$ cat src/sv/itp_pkg.sv
package itp_pkg;

    // Input token kinds (s_tuser)
    localparam logic [2:0] TOK_NUMBER   = 3'd0;
    localparam logic [2:0] TOK_VARIABLE = 3'd1;
    localparam logic [2:0] TOK_LPAREN   = 3'd2;
    localparam logic [2:0] TOK_RPAREN   = 3'd3;
    localparam logic [2:0] TOK_OPERATOR = 3'd4;
    localparam logic [2:0] TOK_END      = 3'd5;

    // Operator codes; the paren mark shares the stack entry encoding
    localparam logic [2:0] OP_ADD     = 3'd0;
    localparam logic [2:0] OP_SUB     = 3'd1;
    localparam logic [2:0] OP_MUL     = 3'd2;
    localparam logic [2:0] OP_DIV     = 3'd3;
    localparam logic [2:0] OP_MOD     = 3'd4;
    localparam logic [2:0] PAREN_MARK = 3'd5;

    // Result kinds (m_tuser)
    localparam logic [2:0] KIND_NUMBER   = 3'd0;
    localparam logic [2:0] KIND_VARIABLE = 3'd1;
    localparam logic [2:0] KIND_OPERATOR = 3'd2;
    localparam logic [2:0] KIND_DONE     = 3'd3;
    localparam logic [2:0] KIND_ERROR    = 3'd4;

    localparam logic [1:0] ERR_NONE      = 2'd0;
    localparam logic [1:0] ERR_INVALID   = 2'd1;
    localparam logic [1:0] ERR_UNMATCHED = 2'd2;
    localparam logic [1:0] ERR_OVERFLOW  = 2'd3;

    localparam int DEF_STACK_DEPTH = 32;
    localparam int QUEUE_DEPTH     = 2;
    localparam int IN_DATA_W       = 48;
    localparam int OUT_DATA_W      = 48;

    typedef enum logic [2:0] {
        CMD_NUMBER,
        CMD_VARIABLE,
        CMD_LPAREN,
        CMD_RPAREN,
        CMD_OPER,
        CMD_END,
        CMD_BAD
    } cmd_kind_t;

    typedef struct packed {
        cmd_kind_t   kind;
        logic [31:0] data;
    } cmd_t;

    // Precedence: paren mark ranks below every operator
    function automatic logic [1:0] op_rank(input logic [2:0] code);
        logic [1:0] r;
        begin
            r = 2'd0;
            if (code == OP_MUL || code == OP_DIV || code == OP_MOD)
            begin
                r = 2'd2;
            end
            else if (code == OP_ADD || code == OP_SUB)
            begin
                r = 2'd1;
            end
            return r;
        end
    endfunction

endpackage

$ cat src/sv/infix_to_postfix_converter_core.sv
// Channel  Dir  Handshake          Content
// s_*      in   s_tvalid/s_tready  s_tuser: operation; s_tdata: op_code, number_value, var_code
// m_*      out  m_tvalid/m_tready  m_tuser: item_kind; m_tdata: out_op, out_number, out_var,
//                                  error_code; m_tlast: last word of a token
//
// The front end classifies one word per cycle into a 2-entry command queue while
// the queue is not full. The back end works one command step at a time: a token
// that pops n operators (right paren, operator, end) takes n+1 steps, one stack pop
// per step with the entry under the top prefetched from the stack RAM; other tokens
// take one step. Reset clears the queue, stack count, discard flag and output valid;
// the stack RAM is not cleared. A stalled output word holds the back end while the
// queue keeps taking words until it is full.
module infix_to_postfix_converter_core
    import itp_pkg::*;
#(
    parameter int STACK_DEPTH = DEF_STACK_DEPTH
) (
    input  logic                  clk,
    input  logic                  rst_n,
    input  logic                  s_tvalid,
    output logic                  s_tready,
    input  logic [2:0]            s_tuser,   // operation
    input  logic [IN_DATA_W-1:0]  s_tdata,   // [2:0] op_code, [34:3] number_value,
                                             // [42:35] var_code
    output logic                  m_tvalid,
    input  logic                  m_tready,
    output logic [2:0]            m_tuser,   // item_kind
    output logic [OUT_DATA_W-1:0] m_tdata,   // [2:0] out_op, [34:3] out_number,
                                             // [42:35] out_var, [44:43] error_code
    output logic                  m_tlast
);

    logic cmd_valid;
    cmd_t cmd;
    logic cmd_pop;

    itp_front u_front (
        .clk      (clk),
        .rst_n    (rst_n),
        .s_tvalid (s_tvalid),
        .s_tready (s_tready),
        .s_tuser  (s_tuser),
        .s_tdata  (s_tdata),
        .cmd_valid(cmd_valid),
        .cmd      (cmd),
        .cmd_pop  (cmd_pop)
    );

    itp_back #(
        .STACK_DEPTH(STACK_DEPTH)
    ) u_back (
        .clk      (clk),
        .rst_n    (rst_n),
        .cmd_valid(cmd_valid),
        .cmd      (cmd),
        .cmd_pop  (cmd_pop),
        .m_tvalid (m_tvalid),
        .m_tready (m_tready),
        .m_tuser  (m_tuser),
        .m_tdata  (m_tdata),
        .m_tlast  (m_tlast)
    );

endmodule

$ cat src/sv/itp_ram.sv
module itp_ram #(
    parameter int WIDTH = 3,
    parameter int DEPTH = 32,
    parameter int AW    = (DEPTH > 1) ? $clog2(DEPTH) : 1
) (
    input  logic             clk,
    input  logic             we,
    input  logic [AW-1:0]    waddr,
    input  logic [WIDTH-1:0] wdata,
    input  logic [AW-1:0]    raddr,
    output logic [WIDTH-1:0] rdata
);

    logic [WIDTH-1:0] mem_reg [DEPTH];
    logic [WIDTH-1:0] rdata_reg;

    always_ff @(posedge clk)
    begin
        if (we)
        begin
            mem_reg[waddr] <= wdata;
        end
        rdata_reg <= mem_reg[raddr];
    end

    assign rdata = rdata_reg;

endmodule

$ cat src/sv/itp_front.sv
module itp_front
    import itp_pkg::*;
(
    input  logic                 clk,
    input  logic                 rst_n,
    input  logic                 s_tvalid,
    output logic                 s_tready,
    input  logic [2:0]           s_tuser,   // operation
    input  logic [IN_DATA_W-1:0] s_tdata,   // op_code, number_value, var_code
    output logic                 cmd_valid,
    output cmd_t                 cmd,
    input  logic                 cmd_pop
);

    localparam int QIW = (QUEUE_DEPTH > 1) ? $clog2(QUEUE_DEPTH) : 1;
    localparam int QCW = $clog2(QUEUE_DEPTH + 1);

    cmd_t           q_reg [QUEUE_DEPTH];
    logic [QIW-1:0] wr_ptr_reg, wr_ptr_next;
    logic [QIW-1:0] rd_ptr_reg, rd_ptr_next;
    logic [QCW-1:0] fill_reg, fill_next;
    cmd_t           in_cmd;
    logic           push;

    // Sort the token into a back-end command
    always_comb
    begin
        in_cmd.kind = CMD_BAD;
        in_cmd.data = '0;
        unique case (s_tuser)
            TOK_NUMBER:
            begin
                in_cmd.kind = CMD_NUMBER;
                in_cmd.data = s_tdata[34:3];
            end
            TOK_VARIABLE:
            begin
                in_cmd.kind = CMD_VARIABLE;
                in_cmd.data = {24'd0, s_tdata[42:35]};
            end
            TOK_LPAREN:   in_cmd.kind = CMD_LPAREN;
            TOK_RPAREN:   in_cmd.kind = CMD_RPAREN;
            TOK_OPERATOR:
            begin
                if (s_tdata[2:0] <= OP_MOD)
                begin
                    in_cmd.kind = CMD_OPER;
                    in_cmd.data = {29'd0, s_tdata[2:0]};
                end
            end
            TOK_END:      in_cmd.kind = CMD_END;
            default:      in_cmd.kind = CMD_BAD;
        endcase
    end

    assign s_tready  = (fill_reg != QCW'(QUEUE_DEPTH));
    assign push      = s_tvalid && s_tready;
    assign cmd_valid = (fill_reg != '0);
    assign cmd       = q_reg[rd_ptr_reg];

    always_comb
    begin
        wr_ptr_next = wr_ptr_reg;
        rd_ptr_next = rd_ptr_reg;
        fill_next   = fill_reg;
        if (push)
        begin
            wr_ptr_next = (wr_ptr_reg == QIW'(QUEUE_DEPTH - 1)) ? '0 : wr_ptr_reg + 1'b1;
        end
        if (cmd_pop)
        begin
            rd_ptr_next = (rd_ptr_reg == QIW'(QUEUE_DEPTH - 1)) ? '0 : rd_ptr_reg + 1'b1;
        end
        if (push && !cmd_pop)
        begin
            fill_next = fill_reg + 1'b1;
        end
        else if (!push && cmd_pop)
        begin
            fill_next = fill_reg - 1'b1;
        end
    end

    always_ff @(posedge clk or negedge rst_n)
    begin
        if (!rst_n)
        begin
            wr_ptr_reg <= '0;
            rd_ptr_reg <= '0;
            fill_reg   <= '0;
        end
        else
        begin
            wr_ptr_reg <= wr_ptr_next;
            rd_ptr_reg <= rd_ptr_next;
            fill_reg   <= fill_next;
        end
    end

    always_ff @(posedge clk)
    begin
        if (push)
        begin
            q_reg[wr_ptr_reg] <= in_cmd;
        end
    end

endmodule

$ cat src/sv/itp_back.sv
module itp_back
    import itp_pkg::*;
#(
    parameter int STACK_DEPTH = DEF_STACK_DEPTH
) (
    input  logic                  clk,
    input  logic                  rst_n,
    input  logic                  cmd_valid,
    input  cmd_t                  cmd,
    output logic                  cmd_pop,
    output logic                  m_tvalid,
    input  logic                  m_tready,
    output logic [2:0]            m_tuser,   // item_kind
    output logic [OUT_DATA_W-1:0] m_tdata,   // out_op, out_number, out_var, error_code
    output logic                  m_tlast
);

    localparam int AW = (STACK_DEPTH > 1) ? $clog2(STACK_DEPTH) : 1;
    localparam int CW = $clog2(STACK_DEPTH + 1);

    typedef struct packed {
        logic [2:0]  kind;
        logic [2:0]  op;
        logic [31:0] number;
        logic [7:0]  var_code;
        logic [1:0]  err;
        logic        last;
    } out_item_t;

    logic [CW-1:0] count_reg, count_next;
    logic [2:0]    top_reg, top_next;
    logic [2:0]    below_reg, below_next;
    logic          fresh_reg, fresh_next;
    logic          disc_reg, disc_next;
    logic          out_valid_reg, out_valid_next;
    out_item_t     out_item_reg;

    logic [2:0]    below;
    logic [2:0]    rd_data;
    logic [AW-1:0] rd_addr;
    logic          ram_we;
    logic [2:0]    push_code;
    logic          do_push, do_pop, do_clear;
    logic          step, full, has_two;
    logic          emit;
    out_item_t     emit_item;
    logic [1:0]    in_rank;

    function automatic out_item_t make_item(
        input logic [2:0]  kind,
        input logic [2:0]  op,
        input logic [31:0] number,
        input logic [7:0]  var_code,
        input logic [1:0]  err,
        input logic        last
    );
        out_item_t it;
        begin
            it.kind     = kind;
            it.op       = op;
            it.number   = number;
            it.var_code = var_code;
            it.err      = err;
            it.last     = last;
            return it;
        end
    endfunction

    // Entry under the top: straight from RAM right after a pop, else cached
    assign below   = fresh_reg ? rd_data : below_reg;
    assign step    = cmd_valid && (!out_valid_reg || m_tready);
    assign full    = (count_reg == CW'(STACK_DEPTH));
    assign has_two = (count_reg >= CW'(2));
    assign in_rank = op_rank(cmd.data[2:0]);

    always_comb
    begin
        cmd_pop   = 1'b0;
        emit      = 1'b0;
        emit_item = '0;
        do_push   = 1'b0;
        do_pop    = 1'b0;
        do_clear  = 1'b0;
        push_code = PAREN_MARK;
        disc_next = disc_reg;
        if (step)
        begin
            if (disc_reg)
            begin
                // Drop tokens until the end of the expression
                cmd_pop = 1'b1;
                if (cmd.kind == CMD_END)
                begin
                    disc_next = 1'b0;
                end
            end
            else
            begin
                unique case (cmd.kind)
                    CMD_NUMBER:
                    begin
                        emit      = 1'b1;
                        emit_item = make_item(KIND_NUMBER, 3'd0, cmd.data, 8'd0,
                                              ERR_NONE, 1'b1);
                        cmd_pop   = 1'b1;
                    end
                    CMD_VARIABLE:
                    begin
                        emit      = 1'b1;
                        emit_item = make_item(KIND_VARIABLE, 3'd0, 32'd0, cmd.data[7:0],
                                              ERR_NONE, 1'b1);
                        cmd_pop   = 1'b1;
                    end
                    CMD_LPAREN:
                    begin
                        cmd_pop = 1'b1;
                        if (full)
                        begin
                            emit      = 1'b1;
                            emit_item = make_item(KIND_ERROR, 3'd0, 32'd0, 8'd0,
                                                  ERR_OVERFLOW, 1'b1);
                            do_clear  = 1'b1;
                            disc_next = 1'b1;
                        end
                        else
                        begin
                            do_push   = 1'b1;
                            push_code = PAREN_MARK;
                        end
                    end
                    CMD_RPAREN:
                    begin
                        if (count_reg == '0)
                        begin
                            cmd_pop   = 1'b1;
                            emit      = 1'b1;
                            emit_item = make_item(KIND_ERROR, 3'd0, 32'd0, 8'd0,
                                                  ERR_INVALID, 1'b1);
                            do_clear  = 1'b1;
                            disc_next = 1'b1;
                        end
                        else if (top_reg == PAREN_MARK)
                        begin
                            cmd_pop = 1'b1;
                            do_pop  = 1'b1;
                        end
                        else
                        begin
                            // Last operator when the matching paren sits right under it
                            emit      = 1'b1;
                            emit_item = make_item(KIND_OPERATOR, top_reg, 32'd0, 8'd0,
                                                  ERR_NONE, has_two && below == PAREN_MARK);
                            do_pop    = 1'b1;
                        end
                    end
                    CMD_OPER:
                    begin
                        if (count_reg != '0 && in_rank <= op_rank(top_reg))
                        begin
                            emit      = 1'b1;
                            emit_item = make_item(KIND_OPERATOR, top_reg, 32'd0, 8'd0,
                                                  ERR_NONE,
                                                  !(has_two && in_rank <= op_rank(below)));
                            do_pop    = 1'b1;
                        end
                        else if (full)
                        begin
                            cmd_pop   = 1'b1;
                            emit      = 1'b1;
                            emit_item = make_item(KIND_ERROR, 3'd0, 32'd0, 8'd0,
                                                  ERR_OVERFLOW, 1'b1);
                            do_clear  = 1'b1;
                            disc_next = 1'b1;
                        end
                        else
                        begin
                            cmd_pop   = 1'b1;
                            do_push   = 1'b1;
                            push_code = cmd.data[2:0];
                        end
                    end
                    CMD_END:
                    begin
                        if (count_reg == '0)
                        begin
                            cmd_pop   = 1'b1;
                            emit      = 1'b1;
                            emit_item = make_item(KIND_DONE, 3'd0, 32'd0, 8'd0,
                                                  ERR_NONE, 1'b1);
                        end
                        else if (top_reg == PAREN_MARK)
                        begin
                            cmd_pop   = 1'b1;
                            emit      = 1'b1;
                            emit_item = make_item(KIND_ERROR, 3'd0, 32'd0, 8'd0,
                                                  ERR_UNMATCHED, 1'b1);
                            do_clear  = 1'b1;
                        end
                        else
                        begin
                            emit      = 1'b1;
                            emit_item = make_item(KIND_OPERATOR, top_reg, 32'd0, 8'd0,
                                                  ERR_NONE, 1'b0);
                            do_pop    = 1'b1;
                        end
                    end
                    CMD_BAD:
                    begin
                        cmd_pop   = 1'b1;
                        emit      = 1'b1;
                        emit_item = make_item(KIND_ERROR, 3'd0, 32'd0, 8'd0,
                                              ERR_INVALID, 1'b1);
                        do_clear  = 1'b1;
                        disc_next = 1'b1;
                    end
                    default:
                    begin
                        cmd_pop = 1'b1;
                    end
                endcase
            end
        end
    end

    // Stack update: top and the entry under it live in registers, the rest in RAM
    always_comb
    begin
        count_next = count_reg;
        top_next   = top_reg;
        below_next = below;
        fresh_next = 1'b0;
        ram_we     = 1'b0;
        if (do_clear)
        begin
            count_next = '0;
        end
        else if (do_push)
        begin
            ram_we     = 1'b1;
            count_next = count_reg + 1'b1;
            top_next   = push_code;
            below_next = top_reg;
        end
        else if (do_pop)
        begin
            count_next = count_reg - 1'b1;
            top_next   = below;
            fresh_next = 1'b1;
        end
    end

    // Prefetch the new under-top entry for the next cycle
    assign rd_addr = (count_next >= CW'(2)) ? AW'(count_next - CW'(2)) : '0;

    itp_ram #(
        .WIDTH(3),
        .DEPTH(STACK_DEPTH),
        .AW   (AW)
    ) u_stack_ram (
        .clk  (clk),
        .we   (ram_we),
        .waddr(count_reg[AW-1:0]),
        .wdata(push_code),
        .raddr(rd_addr),
        .rdata(rd_data)
    );

    always_comb
    begin
        out_valid_next = out_valid_reg;
        if (emit)
        begin
            out_valid_next = 1'b1;
        end
        else if (m_tready)
        begin
            out_valid_next = 1'b0;
        end
    end

    always_ff @(posedge clk or negedge rst_n)
    begin
        if (!rst_n)
        begin
            count_reg     <= '0;
            fresh_reg     <= 1'b0;
            disc_reg      <= 1'b0;
            out_valid_reg <= 1'b0;
        end
        else
        begin
            count_reg     <= count_next;
            fresh_reg     <= fresh_next;
            disc_reg      <= disc_next;
            out_valid_reg <= out_valid_next;
        end
    end

    always_ff @(posedge clk)
    begin
        top_reg   <= top_next;
        below_reg <= below_next;
        if (emit)
        begin
            out_item_reg <= emit_item;
        end
    end

    assign m_tvalid = out_valid_reg;
    assign m_tuser  = out_item_reg.kind;
    assign m_tlast  = out_item_reg.last;
    assign m_tdata  = {3'd0, out_item_reg.err, out_item_reg.var_code,
                       out_item_reg.number, out_item_reg.op};

`ifndef NO_ASSERTIONS
    a_count_in_range: assert property (@(posedge clk) disable iff (!rst_n)
        count_reg <= CW'(STACK_DEPTH))
        else $error("stack count beyond depth");

    a_no_push_when_full: assert property (@(posedge clk) disable iff (!rst_n)
        ram_we |-> !full)
        else $error("push onto full stack");

    a_no_paren_emitted: assert property (@(posedge clk) disable iff (!rst_n)
        (out_valid_reg && out_item_reg.kind == KIND_OPERATOR) |-> out_item_reg.op != PAREN_MARK)
        else $error("paren mark emitted as operator");

    a_error_is_last: assert property (@(posedge clk) disable iff (!rst_n)
        (out_valid_reg && out_item_reg.kind == KIND_ERROR) |-> out_item_reg.last)
        else $error("error item not marked last");

    a_clear_after_error: assert property (@(posedge clk) disable iff (!rst_n)
        (emit && emit_item.kind == KIND_ERROR) |=> count_reg == '0)
        else $error("stack not cleared after error");
`endif

endmodule
$ cat config.mk
export PLATFORM = sky130hd
export DESIGN_NAME = infix_to_postfix_converter_core
export DESIGN_NICKNAME = d
export VERILOG_FILES = /design/src/sv/itp_pkg.sv /design/src/sv/infix_to_postfix_converter_core.sv /design/src/sv/itp_ram.sv /design/src/sv/itp_front.sv /design/src/sv/itp_back.sv
export SDC_FILE = /design/constraint.sdc
export NUM_CORES = 1
export LEC_CHECK = 0
export BUFFER_PORTS_ARGS = -buffer_cell sky130_fd_sc_hd__buf_2
export CORE_MARGIN = 1.5
export CORE_UTILIZATION = 55
export CTS_CLUSTER_SIZE = 12
export DETAILED_ROUTE_END_ITERATION = 6
export GPL_ROUTABILITY_DRIVEN = 0
export PLACE_DENSITY_LB_ADDON = 0.1
export SLEW_MARGIN = 20
export SYNTH_ARGS = -nofsm -noshare
export SYNTH_HDL_FRONTEND = slang
export SYNTH_SLANG_ARGS = --single-unit
$ cat constraint.sdc
create_clock -name clk -period 12.15 [get_ports clk]
set_input_delay 0 -clock clk [delete_from_list [all_inputs] [get_ports clk]]
set_output_delay 0 -clock clk [all_outputs]
set_load 0.03 [all_outputs]
==> Flow_metrics.wiki <==
{| class="wikitable"
! Metric !! Value
|-
| Outcome || complete, no violations
|-
| Power per Cell Area || 294.4 nW/um^2
|-
| Met1 usage || 31.43%
|-
| Fraction of registers with async set/reset || 5.485%
|-
| Most Crowded Layer GR || met2
|-
| Worst-path clk slew || 0.06 ns
|-
| Core area || 18770 sq um
|-
| Setup-violating endpoint count in the final report || 0
|-
| Gate count after technology mapping || 805
|-
| Top cell types by occurrence after synthesis || sky130_fd_sc_hd__edfxtp_1, sky130_fd_sc_hd__nor2_1, sky130_fd_sc_hd__mux2i_1, sky130_fd_sc_hd__nand2_1, sky130_fd_sc_hd__o21ai_0
|-
| Category of the worst setup path launch point || flip-flop
|-
| Library cells used by synthesis || 75
|-
| Worst supply voltage drop on vdd || 0.2219 mV
|-
| Total clock buffers created by CTS || 25
|-
| Wire length of the first global-routing pass || 37890 um
|-
| Clock net sink count || 237
|-
| Share of the clock period used by the worst path || 43.66%
|-
| Number of antenna repair diodes || 0
|-
| Initial Util || 56.25%
|-
| Clock period minus final worst setup slack || 5.305 ns
|-
| HPWL after DPL || 15150 um
|-
| Least-Margin Pin Slew || 0.9503 ns
|-
| Capturing element of the worst setup path || u_back.u_stack_ram.rdata[0]
|-
| Most common cell in the synthesized netlist || sky130_fd_sc_hd__edfxtp_1
|-
| Standard-cell rows || 50
|-
| Worst r2r dst || u_back.u_stack_ram.rdata[0]
|-
| Path category of the worst min-delay check || in2reg
|-
| Buffer depth of the longest clock path || 3
|-
| Avg Inst Size Synth || 13.11 sq um
|-
| Number of global-route vias before repair || 7291
|-
| Cell type contributing the most total cell area after synthesis || sky130_fd_sc_hd__edfxtp_1
|-
| Final Hold Viols || 0
|-
| Buffers added on ports || 100
|-
| #FFs+latches synth || 237
|-
| R2R Path Start || u_front.rd_ptr_reg
|-
| Per-cell via count in the routed design || 5.989
|-
| Met2 track demand over resource in global routing || 41.03%
|-
| Drt first-iter violations || 509
|-
| Normalized max-slew margin || 34.83%
|-
| Initial antenna violation count || 0
|-
| Seq/Total Area, Yosys || 66.23%
|-
| Layout overhead on the synthesized area || 18.47%
|-
| Number of remaining DRC errors || 0
|-
| Root buffer selected by CTS || sky130_fd_sc_hd__clkbuf_16
|-
| M3 GR Usage || 4.894%
|-
| Buffers inserted during post-CTS setup optimization || 0
|-
| Netlist area before placement || 10560 sq um
|-
| Proportion of layout cells with a drive suffix above 1 || 18.39%
|-
| Pin count of the biggest net entering global routing || 51
|-
| Largest fanout on the critical path || 50
|-
| Setup slack, reg-to-reg || 6.85 ns
|-
| Total Die Area || 20030 sq um
|-
| Dominant cells by area after synthesis || sky130_fd_sc_hd__edfxtp_1, sky130_fd_sc_hd__mux2i_1, sky130_fd_sc_hd__nor2_1
|-
| Flip-flop cell with the highest count after synthesis || sky130_fd_sc_hd__edfxtp_1
|-
| Worst endpoint required time || 12.54 ns
|-
| Mean routed wirelength per cell || 19.73 um
|-
| Category of the worst setup path capture point || flip-flop
|-
| Setup repair after global routing missed its margin || false
|-
| Final hold slack || 0.02186 ns
|-
| Die outline width || 141.5 um
|-
| Largest register FFs || 96
|-
| Total iterations of the first detailed-routing run || 5
|-
| Sum of overflow across all layers after global routing || 0
|-
| Number of routed nets with antenna violations || 0
|-
| Number of cells on the worst reg-to-reg path || 15
|-
| Floorplan die height || 141.5 um
|-
| Critical path origin || u_front.rd_ptr_reg
|-
| Accumulated negative setup slack || 0 ns
|-
| Fill cell count || 1338
|-
| Post-Route WL || 23720 um
|-
| # IOs || 109
|-
| Fraction of synthesized cell area taken by the top area cell type || 62.01%
|-
| TritonCTS clock tree || done
|-
| Maximum clock frequency || 0.1885 GHz
|-
| Arrival time of the worst setup path || 5.70 ns
|-
| Yosys warnings || 0
|-
| Standby leakage power || 4.678 nW
|-
| Total track usage || 24.26%
|-
| Total count of max-transition violations in the final report || 0
|-
| Number of max-capacitance violations reported || 0
|-
| Worst skew pair latency || 0.51 ns
|-
| Total vias in the final route || 7199
|-
| Count of flip-flops with a built-in enable after synthesis || 218
|-
| Category of the critical setup timing path || reg2reg
|-
| Worst Clk Skew || 0.01546 ns
|-
| CTS H-tree depth || 1
|-
| Final net count || 1019
|}
[worst max-delay path, stage by stage (launching register included)]
cell	delay [ns]
sky130_fd_sc_hd__dfrtp_2	0.34
sky130_fd_sc_hd__buf_4	0.58
sky130_fd_sc_hd__a21oi_1	0.27
sky130_fd_sc_hd__ha_1	0.36
sky130_fd_sc_hd__nor2b_1	0.21
sky130_fd_sc_hd__o21ai_0	0.20
sky130_fd_sc_hd__a221oi_4	0.46
sky130_fd_sc_hd__nor2_2	0.11
sky130_fd_sc_hd__mux2_4	0.30
sky130_fd_sc_hd__a41oi_4	0.29
sky130_fd_sc_hd__inv_2	0.20
sky130_fd_sc_hd__a211oi_4	0.70
sky130_fd_sc_hd__o311ai_0	0.37
sky130_fd_sc_hd__a41oi_1	0.27
sky130_fd_sc_hd__o21ai_0	0.14
sky130_fd_sc_hd__a32oi_1	0.35
[placed cells by master, fill, tap and decap left out, drive strengths merged, types with 5 or more instances in the layout]
| cell type | synthesis | layout |
|---|---|---|
| nor2 | 116 | 116 |
| or2 | 5 | 5 |
| nor3 | 17 | 17 |
| mux2 | 5 | 5 |
| nor2b | 5 | 5 |
| nand3b | 5 | 5 |
| dfrtp | 13 | 13 |
| dlygate4sd3 | 0 | 48 |
| o21a | 5 | 5 |
| and2 | 29 | 29 |
| edfxtp | 218 | 218 |
| buf | 17 | 108 |
| clkbuf | 19 | 36 |
| a22oi | 7 | 7 |
| a22o | 6 | 6 |
| nand3 | 25 | 25 |
| a21o | 5 | 5 |
| a21oi | 23 | 23 |
| o21ai | 35 | 35 |
| and3 | 10 | 10 |
| or3 | 6 | 6 |
| nor3b | 9 | 9 |
| nand2b | 6 | 6 |
| dfxtp | 6 | 6 |
| a31oi | 10 | 10 |
| o211ai | 6 | 6 |
| a32oi | 7 | 7 |
| mux2i | 53 | 53 |
| nand2 | 52 | 52 |
| inv | 14 | 14 |
| ha | 10 | 10 |
[how the worst min path moves through the flow]
stage / start / end / cells after the start
CTS: m_tready / u_back.m_tvalid / 3
finish: m_tready / u_back.m_tvalid / 3
detailed placement: rst_n / u_front.fill_reg[0] / 1
global route: m_tready / u_back.m_tvalid / 3
floorplan: rst_n / u_back.count_reg[0] / 0
global placement: rst_n / u_front.fill_reg[1] / 1
[report_power, final]
| part | total [W] | internal (W) | switching [W] | leakage, nW |
|---|---|---|---|---|
| clock network | 0.000688 | 0.000404 | 0.000284 | 0.351 |
| logic | 0.00177 | 0.000571 | 0.00120 | 2.04 |
| registers | 0.00122 | 0.00113 | 0.0000931 | 2.28 |
[kinds of logic after synthesis]
logic type                 share of synthesized area (%)
AOI/OAI and AO/OA                                  9.399
xor gates and xnor gates                          0.4978
adders and majority gates                          1.185
buffers and inverters                              2.228
DFF                                                66.23
muxes                                              6.057
other                                            0.03552
and+or+nand+nor                                    14.37
[metal layers]
layer	wire length, um	up-vias	share of wire [%]
met5	0	-	0
met1	9589	3499	40
met2	11580	315	49
met3	1853	59	7.8
met4	693	0	2.9
li1	-	3326	-
[cell type report]
type / count / area [sq um] / area share, %
inverters: 14 / 52.55 / 0.4202
flip-flops and latches: 237 / 6993 / 55.92
well taps: 234 / 292.8 / 2.341
multi-input cells: 520 / 3378 / 27.01
repair buffers: 156 / 1061 / 8.484
clock inverters: 5 / 51.30 / 0.4102
clock buffers: 36 / 676.9 / 5.413
[metrics by stage]
stage	area, sq um	total power (W)	setup WS, ns	util (%)	cells
after floorplan	10560	0.002525	6.417	-	807
after global placement	11260	0.002918	7.009	60.02	1112
after detailed placement	11260	0.002956	6.936	60.02	1112
after CTS	12470	0.003666	6.906	66.46	1201
after global routing	12510	0.003886	6.542	66.63	1202
final	12510	0.003681	6.845	66.63	1202
[repair_timing]
item,4_1_cts,5_1_grt
hold buffers,48,0
gates resized for setup,0,0
hold endpoints to repair,84,0
No activity file was read; power rests on OpenSTA's default activity.
